$ cat config.mk
export PLATFORM = sky130hd
export DESIGN_NAME = key_value_slot_table_unit
export DESIGN_NICKNAME = d
export VERILOG_FILES = /design/src/rtl/core/kvst_pkg.sv /design/src/rtl/core/kvst_ram.sv /design/src/rtl/core/kvst_ctrl.sv /design/src/rtl/core/kvst_dpath.sv /design/src/rtl/core/key_value_slot_table_unit.sv
export SDC_FILE = /design/constraint.sdc
export NUM_CORES = 2
export LEC_CHECK = 0
export BUFFER_PORTS_ARGS = -buffer_cell sky130_fd_sc_hd__buf_2
export CORE_MARGIN = 5
export CORE_UTILIZATION = 45
export DETAILED_ROUTE_END_ITERATION = 8
export GPL_ROUTABILITY_DRIVEN = 0
export PLACE_DENSITY = 0.65
export SLEW_MARGIN = 30
export SYNTH_ARGS = -nofsm -noshare
export SYNTH_HDL_FRONTEND = slang
export SYNTH_MEMORY_MAX_BITS = 65536
export SYNTH_SLANG_ARGS = --single-unit
export TNS_END_PERCENT = 30
$ cat constraint.sdc
create_clock -name clk_i -period 7.4 [get_ports clk_i]
set_clock_uncertainty 0.2 [all_clocks]
set_input_delay 0.74 -clock clk_i [delete_from_list [all_inputs] [get_ports clk_i]]
set_output_delay 0.74 -clock clk_i [all_outputs]
set_load 0.05 [all_outputs]
$ cat src/rtl/core/kvst_pkg.sv
package kvst_pkg;

  localparam int unsigned DEFAULT_TABLE_DEPTH = 64;

  // fixed field widths of the beats
  localparam int unsigned CMD_W     = 3;
  localparam int unsigned DATA_W    = 32;
  localparam int unsigned STATUS_W  = 2;
  localparam int unsigned IDX_OUT_W = 6;
  localparam int unsigned CNT_OUT_W = 7;

  typedef enum logic [CMD_W-1:0] {
    CMD_INSERT = 3'd0,
    CMD_REMOVE = 3'd1,
    CMD_LOOKUP = 3'd2,
    CMD_REWIND = 3'd3,
    CMD_NEXT   = 3'd4
  } cmd_e;

  typedef enum logic [STATUS_W-1:0] {
    ST_OK        = 2'd0,
    ST_NOT_FOUND = 2'd1,
    ST_FULL      = 2'd2,
    ST_ITER_END  = 2'd3
  } status_e;

  typedef enum logic [1:0] {
    S_IDLE,
    S_SCAN,
    S_FINISH
  } state_e;

  // one RAM word
  typedef struct packed {
    logic              occ;
    logic [DATA_W-1:0] key;
    logic [DATA_W-1:0] value;
  } slot_t;

  // controller -> datapath
  typedef struct packed {
    logic load;
    logic scan;
    logic commit;
  } ctl_t;

  // datapath -> controller
  typedef struct packed {
    logic needs_scan;
    logic scan_done;
    logic out_free;
  } dp_stat_t;

endpackage

$ cat src/rtl/core/kvst_ram.sv
module kvst_ram #(
  parameter int unsigned WIDTH = 1,
  parameter int unsigned DEPTH = 2,
  localparam int unsigned AW   = $clog2(DEPTH)
) (
  input  logic             clk_i,
  input  logic             we_i,
  input  logic [AW-1:0]    waddr_i,
  input  logic [WIDTH-1:0] wdata_i,
  input  logic             re_i,
  input  logic [AW-1:0]    raddr_i,
  output logic [WIDTH-1:0] rdata_o
);

  logic [WIDTH-1:0] mem_q [DEPTH];
  logic [WIDTH-1:0] rdata_q;

  always_ff @(posedge clk_i) begin
    if (we_i) begin
      mem_q[waddr_i] <= wdata_i;
    end
    if (re_i) begin
      rdata_q <= mem_q[raddr_i];
    end
  end

  assign rdata_o = rdata_q;

endmodule

$ cat src/rtl/core/kvst_ctrl.sv
module kvst_ctrl import kvst_pkg::*; (
  input  logic     clk_i,
  input  logic     rst_ni,
  input  logic     in_valid_i,
  output logic     in_stall_o,
  input  dp_stat_t stat_i,
  output ctl_t     ctl_o
);

  state_e state_q, state_d;

  always_comb begin
    state_d = state_q;
    unique case (state_q)
      S_IDLE: begin
        if (in_valid_i) begin
          state_d = stat_i.needs_scan ? S_SCAN : S_FINISH;
        end
      end
      S_SCAN: begin
        if (stat_i.scan_done) begin
          state_d = S_FINISH;
        end
      end
      S_FINISH: begin
        if (stat_i.out_free) begin
          state_d = S_IDLE;
        end
      end
      default: state_d = S_IDLE;
    endcase
  end

  always_comb begin
    ctl_o        = '0;
    ctl_o.load   = (state_q == S_IDLE) && in_valid_i;
    ctl_o.scan   = (state_q == S_SCAN);
    ctl_o.commit = (state_q == S_FINISH) && stat_i.out_free;
  end

  assign in_stall_o = (state_q != S_IDLE);

  always_ff @(posedge clk_i or negedge rst_ni) begin
    if (!rst_ni) begin
      state_q <= S_IDLE;
    end else begin
      state_q <= state_d;
    end
  end

endmodule

$ cat src/rtl/core/kvst_dpath.sv
module kvst_dpath import kvst_pkg::*; #(
  parameter int unsigned TABLE_DEPTH = DEFAULT_TABLE_DEPTH
) (
  input  logic                 clk_i,
  input  logic                 rst_ni,
  input  ctl_t                 ctl_i,
  output dp_stat_t             stat_o,
  input  logic [CMD_W-1:0]     command_i,
  input  logic [DATA_W-1:0]    key_i,
  input  logic [DATA_W-1:0]    value_i,
  input  logic                 out_stall_i,
  output logic                 out_valid_o,
  output logic [STATUS_W-1:0]  status_o,
  output logic [IDX_OUT_W-1:0] slot_index_o,
  output logic [DATA_W-1:0]    found_key_o,
  output logic [DATA_W-1:0]    found_value_o,
  output logic [CNT_OUT_W-1:0] entry_count_o,
  output logic [CNT_OUT_W-1:0] high_water_o
);

  localparam int unsigned IDX_W   = $clog2(TABLE_DEPTH);
  localparam int unsigned CNT_W   = $clog2(TABLE_DEPTH + 1);
  localparam int unsigned SLOT_W  = $bits(slot_t);
  localparam logic [CNT_W-1:0] DEPTH_C = CNT_W'(TABLE_DEPTH);

  // command beat
  cmd_e              cmd_q;
  logic [DATA_W-1:0] key_q, value_q;

  // scan state
  logic [CNT_W-1:0]  ptr_q;
  logic [IDX_W-1:0]  chk_q;
  logic              rd_vld_q;
  logic              hit_q, free_q;
  logic [IDX_W-1:0]  hit_idx_q, free_idx_q;
  logic [DATA_W-1:0] cap_key_q, cap_val_q;

  // table bookkeeping
  logic [CNT_W-1:0]  count_q, used_q, iter_q;
  logic [CNT_W-1:0]  count_d, used_d, iter_d;

  // result register
  logic                 out_valid_q;
  status_e              o_status_q;
  logic [IDX_OUT_W-1:0] o_idx_q;
  logic [DATA_W-1:0]    o_key_q, o_val_q;
  logic [CNT_OUT_W-1:0] o_cnt_q, o_hw_q;

  // RAM port
  logic              ram_we, ram_re;
  logic [IDX_W-1:0]  ram_waddr;
  slot_t             ram_wslot, rd_slot;
  logic [SLOT_W-1:0] ram_rdata;

  // scan compare
  logic below_mark, match, free_now, issue;

  // commit results
  status_e           res_status;
  logic [IDX_W-1:0]  res_idx;
  logic [DATA_W-1:0] res_key, res_val;
  cmd_e              in_cmd;

  assign in_cmd  = cmd_e'(command_i);
  assign rd_slot = slot_t'(ram_rdata);

  // slots at or above the mark were never written and count as free
  assign below_mark = (ptr_q < used_q);
  assign match      = rd_vld_q && rd_slot.occ &&
                      ((cmd_q == CMD_NEXT) || (rd_slot.key == key_q));
  assign free_now   = rd_vld_q && !rd_slot.occ && !free_q;
  assign issue      = ctl_i.scan && !match && below_mark;
  assign ram_re     = issue;

  always_comb begin
    stat_o            = '0;
    stat_o.needs_scan = (in_cmd == CMD_INSERT) || (in_cmd == CMD_REMOVE) ||
                        (in_cmd == CMD_LOOKUP) || (in_cmd == CMD_NEXT);
    stat_o.scan_done  = match || (!rd_vld_q && !below_mark);
    stat_o.out_free   = !out_valid_q || !out_stall_i;
  end

  // outcome of the command, applied on commit
  always_comb begin
    ram_we          = 1'b0;
    ram_waddr       = hit_idx_q;
    ram_wslot.occ   = 1'b1;
    ram_wslot.key   = key_q;
    ram_wslot.value = value_q;
    count_d         = count_q;
    used_d          = used_q;
    iter_d          = iter_q;
    res_status      = ST_OK;
    res_idx         = '0;
    res_key         = '0;
    res_val         = '0;
    unique case (cmd_q)
      CMD_INSERT: begin
        if (hit_q) begin
          ram_we  = 1'b1;
          res_idx = hit_idx_q;
        end else if (free_q) begin
          ram_we    = 1'b1;
          ram_waddr = free_idx_q;
          count_d   = count_q + CNT_W'(1);
          res_idx   = free_idx_q;
        end else if (used_q < DEPTH_C) begin
          ram_we    = 1'b1;
          ram_waddr = used_q[IDX_W-1:0];
          used_d    = used_q + CNT_W'(1);
          count_d   = count_q + CNT_W'(1);
          res_idx   = used_q[IDX_W-1:0];
        end else begin
          res_status = ST_FULL;
        end
      end
      CMD_REMOVE: begin
        if (hit_q) begin
          ram_we        = 1'b1;
          ram_wslot.occ = 1'b0;
          if (count_q != '0) begin
            count_d = count_q - CNT_W'(1);
          end
          res_idx = hit_idx_q;
        end else begin
          res_status = ST_NOT_FOUND;
        end
      end
      CMD_LOOKUP: begin
        if (hit_q) begin
          res_idx = hit_idx_q;
          res_key = cap_key_q;
          res_val = cap_val_q;
        end else begin
          res_status = ST_NOT_FOUND;
        end
      end
      CMD_REWIND: begin
        iter_d = '0;
      end
      CMD_NEXT: begin
        if (hit_q) begin
          iter_d  = CNT_W'(hit_idx_q) + CNT_W'(1);
          res_idx = hit_idx_q;
          res_key = cap_key_q;
          res_val = cap_val_q;
        end else begin
          iter_d     = DEPTH_C;
          res_status = ST_ITER_END;
        end
      end
      default: ;
    endcase
  end

  always_ff @(posedge clk_i or negedge rst_ni) begin
    if (!rst_ni) begin
      cmd_q       <= CMD_REWIND;
      ptr_q       <= '0;
      rd_vld_q    <= 1'b0;
      hit_q       <= 1'b0;
      free_q      <= 1'b0;
      count_q     <= '0;
      used_q      <= '0;
      iter_q      <= '0;
      out_valid_q <= 1'b0;
    end else begin
      if (ctl_i.load) begin
        cmd_q    <= in_cmd;
        ptr_q    <= (in_cmd == CMD_NEXT) ? iter_q : '0;
        rd_vld_q <= 1'b0;
        hit_q    <= 1'b0;
        free_q   <= 1'b0;
      end else begin
        rd_vld_q <= issue;
        if (issue) begin
          ptr_q <= ptr_q + CNT_W'(1);
        end
        if (ctl_i.scan && match) begin
          hit_q <= 1'b1;
        end
        if (ctl_i.scan && free_now) begin
          free_q <= 1'b1;
        end
      end
      if (ctl_i.commit) begin
        count_q <= count_d;
        used_q  <= used_d;
        iter_q  <= iter_d;
      end
      if (ctl_i.commit) begin
        out_valid_q <= 1'b1;
      end else if (!out_stall_i) begin
        out_valid_q <= 1'b0;
      end
    end
  end

  always_ff @(posedge clk_i) begin
    if (ctl_i.load) begin
      key_q   <= key_i;
      value_q <= value_i;
    end
    if (issue) begin
      chk_q <= ptr_q[IDX_W-1:0];
    end
    if (ctl_i.scan && match) begin
      hit_idx_q <= chk_q;
      cap_key_q <= rd_slot.key;
      cap_val_q <= rd_slot.value;
    end
    if (ctl_i.scan && free_now) begin
      free_idx_q <= chk_q;
    end
    if (ctl_i.commit) begin
      o_status_q <= res_status;
      o_idx_q    <= IDX_OUT_W'(res_idx);
      o_key_q    <= res_key;
      o_val_q    <= res_val;
      o_cnt_q    <= CNT_OUT_W'(count_d);
      o_hw_q     <= CNT_OUT_W'(used_d);
    end
  end

  kvst_ram #(
    .WIDTH (SLOT_W),
    .DEPTH (TABLE_DEPTH)
  ) u_ram (
    .clk_i   (clk_i),
    .we_i    (ram_we && ctl_i.commit),
    .waddr_i (ram_waddr),
    .wdata_i (ram_wslot),
    .re_i    (ram_re),
    .raddr_i (ptr_q[IDX_W-1:0]),
    .rdata_o (ram_rdata)
  );

  assign out_valid_o   = out_valid_q;
  assign status_o      = o_status_q;
  assign slot_index_o  = o_idx_q;
  assign found_key_o   = o_key_q;
  assign found_value_o = o_val_q;
  assign entry_count_o = o_cnt_q;
  assign high_water_o  = o_hw_q;

endmodule

$ cat src/rtl/core/key_value_slot_table_unit.sv
// Key/value slot table: TABLE_DEPTH slots of 32-bit key, 32-bit value and
// an occupied flag, kept in one single-port-read RAM word per slot.
// Input channel (in_valid_i / in_stall_o) takes one command beat:
// insert, remove, lookup, rewind iterator or iterator next. Output channel
// (out_valid_o / out_stall_i) returns exactly one result beat per command
// with status, slot index, found key/value, entry count and high-water mark.
// Insert, remove, lookup and next walk the slots below the high-water mark,
// one RAM read per cycle with the compare in the cycle after the read; a
// hit ends the walk early. Next starts its walk at the iterator, while
// rewind and unused codes skip the walk and go straight to the commit.
// One command is in flight at a time.
// The result sits in an output register: while it waits on a stalled
// receiver the next command is already accepted and worked, and only its
// final commit waits for the register to free up.
// Reset clears the occupied count, high-water mark and iterator. Slots at
// or above the high-water mark are treated as free, so the RAM needs no
// clearing pass and the block takes commands right after reset.
module key_value_slot_table_unit import kvst_pkg::*; #(
  parameter int unsigned TABLE_DEPTH = DEFAULT_TABLE_DEPTH
) (
  input  logic                 clk_i,
  input  logic                 rst_ni,
  // command beat
  input  logic                 in_valid_i,
  output logic                 in_stall_o,
  input  logic [CMD_W-1:0]     command_i,
  input  logic [DATA_W-1:0]    key_i,
  input  logic [DATA_W-1:0]    value_i,
  // result beat
  output logic                 out_valid_o,
  input  logic                 out_stall_i,
  output logic [STATUS_W-1:0]  status_o,
  output logic [IDX_OUT_W-1:0] slot_index_o,
  output logic [DATA_W-1:0]    found_key_o,
  output logic [DATA_W-1:0]    found_value_o,
  output logic [CNT_OUT_W-1:0] entry_count_o,
  output logic [CNT_OUT_W-1:0] high_water_o
);

  ctl_t     ctl;
  dp_stat_t stat;

  // sequencer: idle -> scan (only when the command needs one) -> finish (commit once the result register frees)
  kvst_ctrl u_ctrl (
    .clk_i      (clk_i),
    .rst_ni     (rst_ni),
    .in_valid_i (in_valid_i),
    .in_stall_o (in_stall_o),
    .stat_i     (stat),
    .ctl_o      (ctl)
  );

  // slot RAM, scan compare, bookkeeping and result register
  kvst_dpath #(
    .TABLE_DEPTH (TABLE_DEPTH)
  ) u_dpath (
    .clk_i         (clk_i),
    .rst_ni        (rst_ni),
    .ctl_i         (ctl),
    .stat_o        (stat),
    .command_i     (command_i),
    .key_i         (key_i),
    .value_i       (value_i),
    .out_stall_i   (out_stall_i),
    .out_valid_o   (out_valid_o),
    .status_o      (status_o),
    .slot_index_o  (slot_index_o),
    .found_key_o   (found_key_o),
    .found_value_o (found_value_o),
    .entry_count_o (entry_count_o),
    .high_water_o  (high_water_o)
  );

endmodule

==> results.json <==
{
  "status": "complete, no violations",
  "crit_slowest_cell": "or4_1",
  "grtUsageTotal": 0.2268,
  "die_w_um": 624.4,
  "power.density_nw_per_um2": 350.1,
  "grt_pass1_wl_mm": 626.9,
  "ctsHtreeMaxLevel": 5,
  "fmax_mhz": 191.1,
  "synth-edff-count": 4457,
  "synth-xor-area-share": 0.002526,
  "r2r-end": "u_dpath.u_ram.mem_q[51][26]",
  "post-route-min-period_ps": 5232,
  "synth_nets": 6931,
  "final_max_slew_viol_count": 0,
  "initial_utilization": 0.4520,
  "yosysWarnings": 0,
  "worstPathRequired_ps": 7760,
  "tns_ps": 0,
  "r2r_slack_ps": 2170,
  "post-route-drc-count": 0,
  "n_fill_cell": 28370,
  "synth_compound_area_frac": 0.01017,
  "synth_top_family_by_area": "multiplexers",
  "hold_viol": 0,
  "cap_viol_max_count": 0,
  "synth_top_area_cell": "edfxtp_1",
  "hold_path.startpoint": "u_dpath.u_ram.rdata_o[24]",
  "synth.ff_latch_count": 4494,
  "critical_path_class": "flop to flop",
  "synthSimpleGateAreaFrac": 0.01058,
  "fin_nets": 7527,
  "ant_nets": 0,
  "syn_avg_cell_area_um2": 24.81,
  "synthTopCellsByCount": "edfxtp_1 (4457), mux4_2 (1300), clkbuf_1 (196)",
  "vias": 79910,
  "syn_area_um2": 169900,
  "crit_fanout": 27,
  "whs_endpoint": "u_dpath.cap_val_q[24]",
  "rsz0062_at_grt": "false",
  "cp.arrival_ps": 5600,
  "placed_cell_area_um2": 179000,
  "min_period_over_period": 0.7071,
  "die_area_um2": 389900,
  "vias_per_cell": 6.231,
  "drtIter0Drc": 11290,
  "synthCells": 6847,
  "first_pass_iters": 5,
  "die_y_um": 624.4,
  "crit_path_end_kind": "flop",
  "tritoncts": "yes",
  "ys_async_sr_fraction": 0.008233,
  "worstPathCellList": "or4_1 -> or3_1 -> a21oi_1 -> nand2_1 -> nor2_4 -> buf_4",
  "slew_headroom": 0.2427,
  "antenna_found_initial": 26,
  "grt_pass1_vias": 79380,
  "synth.distinct_cells": 64,
  "cp-startpoint": "u_dpath.hit_q",
  "detail_route.wl_per_cell_um": 34.87,
  "yosys-top-cells-area": "edfxtp_1 (79%), mux4_2 (17%), a22oi_1 (0.60%), dfrtp_1 (0.52%), clkbuf_1 (0.43%)",
  "cp_top_family": "simple AND/OR/NAND/NOR gates",
  "overflow": 0,
  "clock_path_buffers": 4,
  "synthMuxAreaShare": 0.1731,
  "synthAdderAreaFrac": 0.001016,
  "fin_total_pwr_uw": 67930,
  "syn_to_final_growth_pct": 14.23,
  "synth_top_area_frac": 0.7879,
  "stdcell_area_um2": 194000,
  "io_buffers": 158,
  "cts-root-buf": "clkbuf_16",
  "tightestPinTransition_ps": 1132,
  "rr_startpoint": "u_dpath.hit_q",
  "std_cell_rows": 225,
  "coreArea_um2": 375800,
  "wl_mm": 447.2,
  "cts_buffers": 440,
  "postCtsSetupRepairBufs": 0,
  "io_pins": 159,
  "cts.reportedPaths.clkPinSlew_ps": 60,
  "ys.flop_type": "edfxtp_1",
  "dpl.hpwl_mm": 249.6,
  "cp-start-kind": "flop",
  "worst_ir_drop_vdd_mv": 0.2507,
  "grt_max_degree": 118,
  "cts.sinks": 4494,
  "worst-path-buf-inv": 1,
  "drive_above_1_share": 0.3150,
  "synth_most_common_cell": "edfxtp_1",
  "worstRegToRegCells": 6,
  "yosysSeqAreaShare": 0.7934,
  "hp-class": "flop to flop",
  "clk_latency_ps": 990,
  "min_path_cells": 0,
  "setup-violations-final": 0,
  "crit_path_max_incr_delay_ps": 840,
  "leakage_uw": 0.05912
}
==> metrics by stage <==
step | hold slack (ps) | utilization | cells | worst slack, ps
2_1_floorplan | 200.3 | - | 6847 | 2023
3_3_place_gp | 204.4 | 0.4753 | 11900 | 1598
3_5_place_dp | 205.6 | 0.4762 | 11920 | 2240
4_1_cts | 181.7 | 0.5159 | 12810 | 2166
5_1_grt | 204.4 | 0.5162 | 12820 | 2097
6_report | 220.0 | 0.5163 | 12820 | 2168
==> worst reg2reg max path: stages, from the launching register on <==
cell	delay (ps)
dfrtp_1	610
or4_1	840
or3_1	490
a21oi_1	490
nand2_1	650
nor2_4	840
buf_4	620
==> timing repair <==
item | 4_1_cts | 5_1_grt
hold buffers | 71 | 1
gates resized for setup | 0 | 0
endpoints found under the hold margin | 105 | 7
==> state kept, by name, summed over array words and instances (netlist names), 7 cells and up <==
signal	flops
u_dpath.cap_key_q	32
u_dpath.cap_val_q	32
u_dpath.count_q	7
u_dpath.entry_count_o	7
u_dpath.found_key_o	32
u_dpath.found_value_o	32
u_dpath.high_water_o	7
u_dpath.iter_q	7
u_dpath.key_q	32
u_dpath.ptr_q	7
u_dpath.u_ram.mem_q	4160
u_dpath.u_ram.rdata_o	65
u_dpath.used_q	7
u_dpath.value_q	32
==> layout by cell type, fill, tap and decap left out, types with 9 or more instances in the layout <==
cell type	n
a22oi_1	135
nor2_4	65
clkbuf_1	82
nand3_1	14
buf_4	190
nor4_1	9
inv_1	14
and2_1	67
mux4_2	1300
ha_1	13
xnor2_1	14
a21oi_1	21
diode_2	10
xor2_1	33
edfxtp_1	4457
o21ai_0	23
inv_6	14
dlygate4sd3_1	72
buf_12	68
clkbuf_16	444
clkinvlp_4	15
dfrtp_1	31
bufinv_16	41
nand2_1	120
clkinv_2	90
buf_16	10
nor2_1	39
buf_2	158
clkinv_1	108
==> layout make-up <==
class / instances / area, um^2 / area share
inverters: 16 / 70.07 / 0.0003611
clock inverters: 293 / 2789 / 0.01437
flip-flops and latches: 4494 / 134800 / 0.6946
well taps: 4994 / 6248 / 0.03220
clock buffers: 526 / 11420 / 0.05885
diodes: 10 / 25.02 / 0.0001290
repair buffers: 502 / 4616 / 0.02379
multi-input cells: 1989 / 34090 / 0.1757
==> routing by layer <==
layer | up-vias | share of wire | routed length (um) | GRT usage
met5 | - | 0.00013 | 56 | 0
met3 | 731 | 0.098 | 43850 | 0.04397
li1 | 30910 | - | - | -
met4 | 10 | 0.031 | 13710 | 0.06341
met2 | 4671 | 0.48 | 216400 | 0.3622
met1 | 43600 | 0.39 | 173100 | 0.3229
==> logic make-up after synthesis <==
| group | Yosys count |
|---|---|
| xor+xnor | 49 |
| flops | 4494 |
| compound gates | 239 |
| buf+inv | 364 |
| fa+ha+maj | 14 |
| mux | 1311 |
| simple gates | 376 |
==> report_power, final <==
group / internal (uW) / switching, uW / total, uW
clock network: 12500 / 9630 / 22100
logic: 6480 / 9090 / 15600
registers: 29800 / 505 / 30300
total: 48700 / 19200 / 67900
==> worst max path at each step <==
stage	end	slack [ps]	cells after the start
6_report	u_dpath.u_ram.mem_q[51][26]	2170	6
5_1_grt	u_dpath.u_ram.mem_q[39][8]	2100	7
4_1_cts	u_dpath.u_ram.mem_q[51][26]	2170	6
3_5_place_dp	u_dpath.u_ram.mem_q[39][5]	2240	7
3_3_place_gp	u_dpath.u_ram.mem_q[42][3]	1600	5
2_1_floorplan	u_dpath.u_ram.mem_q[42][0]	2020	7
Power figures use the tool's default switching activity.
